### config.mk
export PLATFORM = sky130hd
export DESIGN_NAME = nnf_front
export DESIGN_NICKNAME = d
export VERILOG_FILES = /design/src/sv/nnf_pkg.sv /design/src/sv/nnf_front.sv
export SDC_FILE = /design/constraint.sdc
export NUM_CORES = 1
export LEC_CHECK = 0
export BUFFER_PORTS_ARGS = -buffer_cell sky130_fd_sc_hd__buf_4
export CORE_ASPECT_RATIO = 0.75
export CORE_UTILIZATION = 35
export DETAILED_ROUTE_END_ITERATION = 16
export GPL_ROUTABILITY_DRIVEN = 0
export PLACE_DENSITY_LB_ADDON = 0.08
export SYNTH_ARGS = -nofsm -noshare
export SYNTH_HDL_FRONTEND = slang
export SYNTH_SLANG_ARGS = --single-unit
### constraint.sdc
create_clock -name vclk -period 1.3
set_clock_uncertainty 0.15 [all_clocks]
set_input_delay 0.065 -clock vclk [all_inputs]
set_output_delay 0.065 -clock vclk [all_outputs]
set_load 0.02 [all_outputs]
### src/sv/nnf_pkg.sv
// Shared types and constants for the nearest note finder.
// No dependencies; imported by every module of the block except nnf_fifo.
package nnf_pkg;

  localparam int FREQ_FRACTION_BITS = 16;
  localparam logic [31:0] REF_RESET = 32'(440) << FREQ_FRACTION_BITS;

  localparam int LOG_FRAC  = 24;
  localparam int MANT_W    = 32;
  localparam int POS_W     = 5;
  localparam int MID_DEPTH = 4;
  localparam int OUT_DEPTH = 32;

  typedef struct packed {
    logic              zero;
    logic [POS_W-1:0]  pos_f;
    logic [POS_W-1:0]  pos_r;
    logic [MANT_W-1:0] freq;
    logic [MANT_W-1:0] refq;
  } front_item_t;

  typedef struct packed {
    logic [3:0]         note_index;
    logic signed [5:0]  octave_offset;
    logic signed [10:0] cents_off;
    logic               result_valid;
  } result_t;

endpackage

### src/sv/nnf_front.sv
// Front end: flags invalid items and finds the leading one of both operands.
// Depends on nnf_pkg.
module nnf_front (
  input  logic [31:0]         measured_freq,
  input  logic [31:0]         reference_freq,
  output nnf_pkg::front_item_t item
);
  import nnf_pkg::*;

  function automatic logic [POS_W-1:0] lead_one(input logic [MANT_W-1:0] v);
    logic [POS_W-1:0] p;
    p = '0;
    for (int i = 1; i < MANT_W; i++) begin
      if (v[i]) p = POS_W'(i);
    end
    return p;
  endfunction

  always_comb begin
    item.zero  = (measured_freq == '0) || (reference_freq == '0);
    item.pos_f = lead_one(measured_freq);
    item.pos_r = lead_one(reference_freq);
    item.freq  = measured_freq;
    item.refq  = reference_freq;
  end
endmodule

==> results.ini <==
[outcome]
status=complete, but fails checks
violations=setup timing

[floorplan]
start_util_pct=38.0
rows=17
num_io_pins=139
chipHeight_um=51.6
die_w_um=68.1
core_mm2=0.00302
dieArea_mm2=0.00351

[global_route]
grt_usage_pct=24.7
grt_pass1_vias=1607
antenna_found_initial=0
grt_overflow_total=0
grt_pass1_wl_um=6820
grt_max_degree=6

[power_and_ir_drop]
p_leak_nw=1.21
p_int_w=0.000441
irDropWorstVdd_mv=0.252
seqPwrFrac_pct=0
p_total_w=0.000870
powerDensity_mw_per_mm2=350
p_sw_w=0.000430
p_sw_share_pct=49.4
combPwrFrac_pct=100.0
pwr-share-clk_pct=0

[min_path]
hold_class=in -> out

[timing]
min_period_ns=1.56
setup_slack_ns=-0.265
final_max_slew_viol_count=0
period_share_pct=120
worstMarginPinSlew_ns=0.391
hold_viol_final=0
relSlewSlack_pct=73.7
setup_viol=7
fmax_ghz=0.639
whs_ns=0.191
rsz0062_at_grt=yes

[synthesis]
syn_inst=191
synth_nets=255
netlist_area_mm2=0.00115
postSynthAreaPerCell_um2=6.01
yosysSeqAreaShare_pct=0
ys_types=28
yosys_warnings=0

[drt]
vias=1803
remaining_drc_errors=0
viasPerCell=5.04
antenna_left=0
wire_per_inst_um=14.2
drt_iter0_markers=66
drt-pass1-iter-count=4
totalWireLength_um=5100

[final_layout]
design.seq.count=0
nets=386
n_clock_buffer=0
drive_above_1_share_pct=71.6
register_area_um2=0
antenna-diode-count=0
areaGrowthSynthToFinish_pct=117

[placed_design]
dp_slack_ns=-0.327
port_buffers=139
dpl.hpwl_um=3660

[job]
max_cap_violations=0

[worst_setup_path]
arrival_ns=1.35
crit_path_end_kind=output port
critPathKind=in -> out
path_max_fanout=2
crit_required_ns=1.09
startpoint_type=primary input

[clock_tree]
hold_buffers=0

path summary, 6_finish.rpt:
kind	endpoint	cells past startpoint	start
hold / removal	item[32]	2	measured_freq[0]
setup / recovery	item[64]	7	reference_freq[12]
timing repair:
action | CTS | global route
pin swaps | 13 | 13
endpoints found under the hold margin | 0 | 0
setup buffers | 3 | 7
setup endpoints to repair | 10 | 11
resized for setup | 34 | 35
metrics by stage:
step	area (um2)	instances	TNS [ns]	util (%)
4_1_cts	2300	353	-1.28	76.3
3_3_place_gp	2140	350	-1.63	70.8
3_5_place_dp	2140	350	-1.79	70.8
2_1_floorplan	1180	191	-0.0763	-
6_report	2490	358	-1.13	82.4
5_1_grt	2490	358	-1.51	82.4
layer usage:
metal / GRT usage [%] / part of all wire, % / vias up
met5: 0 / 0 / -
met4: 2.78 / 2.5 / 0
met3: 1.75 / 8.8 / 10
met2: 47.2 / 51 / 96
met1: 30.3 / 38 / 819
li1: - / - / 878
cells in the mapped netlist:
master / n / area (um2)
a21boi_0: 2 / 15.0
nand2b_1: 2 / 12.5
o22a_1: 1 / 8.76
or4_2: 1 / 8.76
nand4_1: 1 / 6.26
a221o_1: 2 / 20.0
a21oi_1: 10 / 50.1
o22ai_1: 1 / 6.26
and3_1: 3 / 18.8
or4_1: 1 / 7.51
nor4_1: 15 / 93.8
o31ai_1: 2 / 15.0
o211ai_1: 1 / 7.51
nor3_1: 9 / 45.0
buf_4: 64 / 480
nor2_1: 28 / 105
nand2_1: 8 / 30.0
o221ai_1: 1 / 8.76
inv_1: 11 / 41.3
a31oi_1: 2 / 12.5
a221oi_1: 2 / 17.5
o21ai_1: 2 / 10.0
nor2b_1: 1 / 6.26
o21ai_0: 10 / 50.1
a211o_1: 1 / 8.76
o21bai_1: 2 / 15.0
nand3_1: 3 / 15.0
or3_1: 5 / 31.3
power groups by stage:
stage / combinational (W) / clock, W / sequential [W]
6_report: 0.000870 / 0 / 0
5_1_grt: 0.000921 / 0 / 0
4_1_cts: 0.000802 / 0 / 0
3_5_place_dp: 0.000759 / 0 / 0
3_3_place_gp: 0.000753 / 0 / 0
2_1_floorplan: 0.000394 / 0 / 0
critical path, stage by stage:
cell and delay (ns):
buf_6 0.09, or3_1 0.36, a221o_1 0.28, a21oi_2 0.16, o221ai_2 0.12, a21oi_2 0.13, buf_4 0.15
kinds of logic (layout without fill, tap and decap cells):
| family | count (synthesis) | in the layout | share of synthesized area (%) |
|---|---|---|---|
| buffers and inverters | 75 | 204 | 45.5 |
| AO/OA/AOI/OAI | 39 | 39 | 21.4 |
| AND/OR/NAND/NOR | 77 | 77 | 33.2 |
cell usage in the layout (no fill, tap or decap), types with 2 or more instances in the layout:
cell type  count
nor4_2         5
or3_1          3
a221o_1        2
nor2_2         2
o21ai_1        3
and3_1         2
nor4_4         5
o31ai_1        2
a21oi_2        3
nand2_1        7
o21bai_1       2
nor2_1        22
or3_4          2
a21boi_1       2
buf_6         19
nand3_2        2
or4_4          2
inv_1         11
nand2b_1       2
buf_4        173
nor4_1         5
nor2_4         4
nor3_1         9
o21ai_2        5
o21ai_0        4
a21oi_1        7
area by class of cell:
| class | instances | area (um2) |
|---|---|---|
| tap | 38 | 47.5 |
| inverter | 11 | 41.3 |
| timing repair buffer | 193 | 1530 |
| fill | 214 | 532 |
| multi-input combinational | 116 | 872 |
Note: power is estimated with default switching activity, not from simulation.
