==> src/sv/nnf_fifo.sv <==
// Small register-based queue, generic width and depth.
// No dependencies.
module nnf_fifo #(
  parameter int W = 8,
  parameter int D = 4
) (
  input  logic         clk,
  input  logic         rst_n,
  input  logic         push,
  input  logic [W-1:0] wdata,
  input  logic         pop,
  output logic [W-1:0] rdata,
  output logic         full,
  output logic         empty
);
  localparam int AW = (D > 1) ? $clog2(D) : 1;
  localparam int CW = $clog2(D + 1);

  logic [W-1:0]  mem_r [D];
  logic [AW-1:0] wp_r, rp_r;
  logic [CW-1:0] cnt_r;
  logic          do_push, do_pop;

  assign full    = (cnt_r == CW'(D));
  assign empty   = (cnt_r == '0);
  assign do_push = push && !full;
  assign do_pop  = pop && !empty;
  assign rdata   = mem_r[rp_r];

  always_ff @(posedge clk) begin
    if (!rst_n) begin
      wp_r  <= '0;
      rp_r  <= '0;
      cnt_r <= '0;
    end else begin
      if (do_push) wp_r <= (wp_r == AW'(D - 1)) ? '0 : wp_r + 1'b1;
      if (do_pop)  rp_r <= (rp_r == AW'(D - 1)) ? '0 : rp_r + 1'b1;
      cnt_r <= cnt_r + CW'(do_push) - CW'(do_pop);
    end
    if (do_push) mem_r[wp_r] <= wdata;
  end
endmodule

==> config.mk <==
export PLATFORM = sky130hd
export DESIGN_NAME = nnf_fifo
export DESIGN_NICKNAME = d
export VERILOG_FILES = /design/src/sv/nnf_fifo.sv
export SDC_FILE = /design/constraint.sdc
export NUM_CORES = 1
export LEC_CHECK = 0
export BUFFER_PORTS_ARGS = -buffer_cell sky130_fd_sc_hd__buf_2
export CORE_MARGIN = 2
export CORE_UTILIZATION = 50
export CTS_CLUSTER_DIAMETER = 80
export DETAILED_ROUTE_END_ITERATION = 7
export PLACE_DENSITY = 0.73
export SYNTH_ARGS = -nofsm -noshare
export SYNTH_HDL_FRONTEND = slang
export SYNTH_SLANG_ARGS = --single-unit
==> constraint.sdc <==
create_clock -name clk -period 2 [get_ports clk]
set_input_delay 0.1 -clock clk [delete_from_list [all_inputs] [get_ports clk]]
set_output_delay 0.1 -clock clk [all_outputs]
set_load 0.02 [all_outputs]
==> results.json <==
{
  "dpl_cell_area_mm2": 0.00183,
  "ant_nets": 0,
  "io_pins": 22,
  "syn2layout_area_growth_pct": 24.9,
  "power.total_mw": 2.57,
  "grt_pass1_vias": 885,
  "globalRouteOverflowTotal": 0,
  "yosysSeqAreaShare_pct": 68.8,
  "antennaDiodeCount": 0,
  "synth_top_family_by_area": "multiplexers",
  "synthCells": 95,
  "p_seq_share_pct": 44.5,
  "setup_slack_ns": -0.0625,
  "worstPathArrival_ns": 2.33,
  "cp.required_ns": 2.26,
  "utilization_pct": 66.8,
  "syn_nets": 115,
  "slew_viol_final": 0,
  "p_leak_nw": 0.767,
  "antenna_found_initial": 0,
  "violations": "negative setup slack",
  "max_slew_margin_pct": 72.4,
  "timing.reg2reg.setup_slack_ns": -0.06,
  "insertion_delay_ns": 0.36,
  "wire_per_inst_um": 14.8,
  "mostFrequentLayoutCell": "edfxtp_1",
  "final_cell_mix": "32 x edfxtp_1, 21 x buf_2, 8 x mux4_2, 8 x dlygate4sd3_1",
  "crit_buf_inv": 2,
  "crit_chain": "nor3b_4 -> nor2b_2 -> inv_2 -> ha_4 -> inv_2 -> ha_4 -> fa_2 -> xnor2_2 -> xnor2_1 -> and2_1",
  "synth-seq-cells": 41,
  "die_w_um": 61.6,
  "period_minus_slack_ns": 2.06,
  "ys_types": 21,
  "intPower_mw": 1.82,
  "clockBufferDepth": 2,
  "pwr-share-comb_pct": 29.3,
  "max_clock_freq_ghz": 0.485,
  "max_stage_delay_ns": 0.38,
  "syn_area_mm2": 0.00166,
  "syn_avg_cell_area_um2": 17.5,
  "r2r-start": "cnt_r[2]$_SDFF_PN0_",
  "firstDrtPassIters": 4,
  "placed_cells": 159,
  "synth-adder-area-share_pct": 6.49,
  "clk_pin_slew_ns": 0.12,
  "num_vias": 873,
  "drcViolationCount": 0,
  "clock_tree.root_cell": "clkbuf_4",
  "grt_pass1_wl_mm": 4.07,
  "post-route-cell-area_mm2": 0.00207,
  "htree_levels": 2,
  "clock-sinks": 41,
  "hold_depth": 3,
  "rr_worst_depth": 10,
  "io_buffers": 21,
  "die_area_mm2": 0.00380,
  "coreArea_mm2": 0.00310,
  "p_switching_uw": 749,
  "wirelength_mm": 2.63,
  "final_cell_count_no_fill": 177,
  "muxShareOfSynthArea_pct": 12.1,
  "fp.dieH_um": 61.6,
  "critPathKind": "register to register",
  "track_usage_pct": 16.1,
  "layout-drive-gt1-share_pct": 43.6,
  "final_nets": 152,
  "row_count": 20,
  "cp-end-kind": "register",
  "max-vdd-ir-drop_mv": 0.693,
  "grt_max_degree": 15,
  "gp_congestion": 0.724,
  "viasPerCell": 4.93,
  "drtIter0Drc": 18,
  "crit_fanout": 3,
  "start_util_pct": 53.5,
  "hold_viol_final": 0,
  "synthXorXnorAreaFrac_pct": 1.06,
  "cts_tree": "yes",
  "finalCritPeriodShare_pct": 103,
  "maxCapViolCount": 0,
  "final-setup-viol-count": 1,
  "crit_path_start_kind": "register",
  "synth-compound-area-share_pct": 1.36,
  "hpwl_mm": 1.74,
  "cts_buffers": 5,
  "synthSimpleGateAreaFrac_pct": 7.24,
  "hold_path_class": "input pin to register",
  "rsz0062_at_grt": "true",
  "p_sw_share_pct": 29.2,
  "min_to": "wp_r[1]$_SDFFE_PN0P_",
  "r2r_end": "cnt_r[2]$_SDFF_PN0_",
  "cp_top_family": "adder cells",
  "power_density_mw_per_mm2": 1240,
  "yosysWarningCount": 0,
  "worstHoldStart": "rst_n",
  "fin_skew_ns": 0.00376,
  "crit_slowest_cell": "dfxtp_4",
  "tightestPinTransition_ns": 0.413,
  "outcome": "complete, but fails checks",
  "fin_tns_setup_ns": -0.0625,
  "clkPwrFrac_pct": 26.2
}
==> per-stage QoR <==
stage,worst slack [ns],hold slack (ns)
after floorplan,-0.0430,0.199
after global placement,0.0184,0.310
after detailed placement,-0.0667,0.320
after CTS,-0.0273,0.0604
after global routing,-0.140,0.0698
final,-0.0625,0.0728
==> worst max path at each step <==
stage | start | endpoint | slack (ns) | cells past startpoint
after floorplan | cnt_r[2]$_SDFF_PN0_ | cnt_r[2]$_SDFF_PN0_ | -0.04 | 11
after CTS | cnt_r[2]$_SDFF_PN0_ | cnt_r[2]$_SDFF_PN0_ | -0.03 | 10
final | cnt_r[2]$_SDFF_PN0_ | cnt_r[2]$_SDFF_PN0_ | -0.06 | 10
after global placement | cnt_r[1]$_SDFF_PN0_ | cnt_r[2]$_SDFF_PN0_ | 0.02 | 9
after global routing | cnt_r[2]$_SDFF_PN0_ | cnt_r[2]$_SDFF_PN0_ | -0.14 | 10
after detailed placement | cnt_r[1]$_SDFF_PN0_ | cnt_r[2]$_SDFF_PN0_ | -0.07 | 9
==> layout make-up <==
| cell class | instances | area (µm²) |
|---|---|---|
| Sequential cell | 41 | 1150 |
| Fill cell | 235 | 1030 |
| Multi-Input combinational cell | 43 | 512 |
| Timing Repair Buffer | 34 | 223 |
| Clock inverter | 3 | 68.8 |
| Tap cell | 44 | 55.1 |
| Clock buffer | 5 | 37.5 |
| Inverter | 7 | 26.3 |
==> sequential cells by signal, summed over array words and instances, names as in the netlist, named ones only <==
name   cells
rp_r       2
wp_r       2
cnt_r      3
mem_r     32
==> synth_stat cells <==
cell | number | share of area (%)
and2_1 | 4 | 1.5
clkbuf_1 | 2 | 0.45
xnor2_1 | 2 | 1.1
edfxtp_1 | 32 | 58
and2_2 | 3 | 1.4
fa_1 | 1 | 1.2
ha_1 | 7 | 5.3
nand3_1 | 2 | 0.60
o21ai_0 | 2 | 0.60
buf_6 | 1 | 0.68
nor2b_2 | 1 | 0.53
nor3_1 | 1 | 0.30
inv_1 | 7 | 1.6
nor3b_4 | 1 | 1.1
mux4_2 | 8 | 11
buf_2 | 1 | 0.30
nor2_1 | 2 | 0.45
mux2i_1 | 2 | 1.2
nand2_1 | 6 | 1.4
dfxtp_1 | 9 | 11
o31ai_2 | 1 | 0.75
==> tightest hold or removal path, delay by kind of cell <==
family / cells / cell delay, ns
AND/OR/NAND/NOR: 1 / 0.08
multiplexers: 1 / 0.05
buffers and inverters: 1 / 0.16
==> cell families after synthesis <==
group | after synthesis
flip-flops | 41
buffers and inverters | 11
AND/OR/NAND/NOR | 20
adder cells (fa/ha/maj) | 8
XOR/XNOR | 2
multiplexers | 10
AO/OA/AOI/OAI | 3
==> repair_timing <==
item | CTS | global route
resized for setup | 4 | 5
setup buffers | 2 | 0
pin swaps | 1 | 5
endpoints found under the hold margin | 32 | 0
setup endpoints to repair | 1 | 1
hold buffers | 8 | 0
==> per-layer routing <==
| metal | global-route usage (%) | share of wire (%) | wire length [µm] |
|---|---|---|---|
| met1 | 17.5 | 39 | 1040 |
| met2 | 27.8 | 55 | 1460 |
| met3 | 6.51 | 3.8 | 100 |
| met4 | 6.38 | 1.3 | 34 |
| met5 | 0 | 0 | 0 |
==> power groups by stage <==
stage	Clock [mW]	Sequential (mW)	Combinational, mW
2_1_floorplan	0	1.12	0.512
3_3_place_gp	0	1.14	0.656
3_5_place_dp	0	1.15	0.678
4_1_cts	0.685	1.14	0.717
5_1_grt	0.720	1.16	0.829
6_report	0.673	1.14	0.751
(Power assumes the default switching activity.)
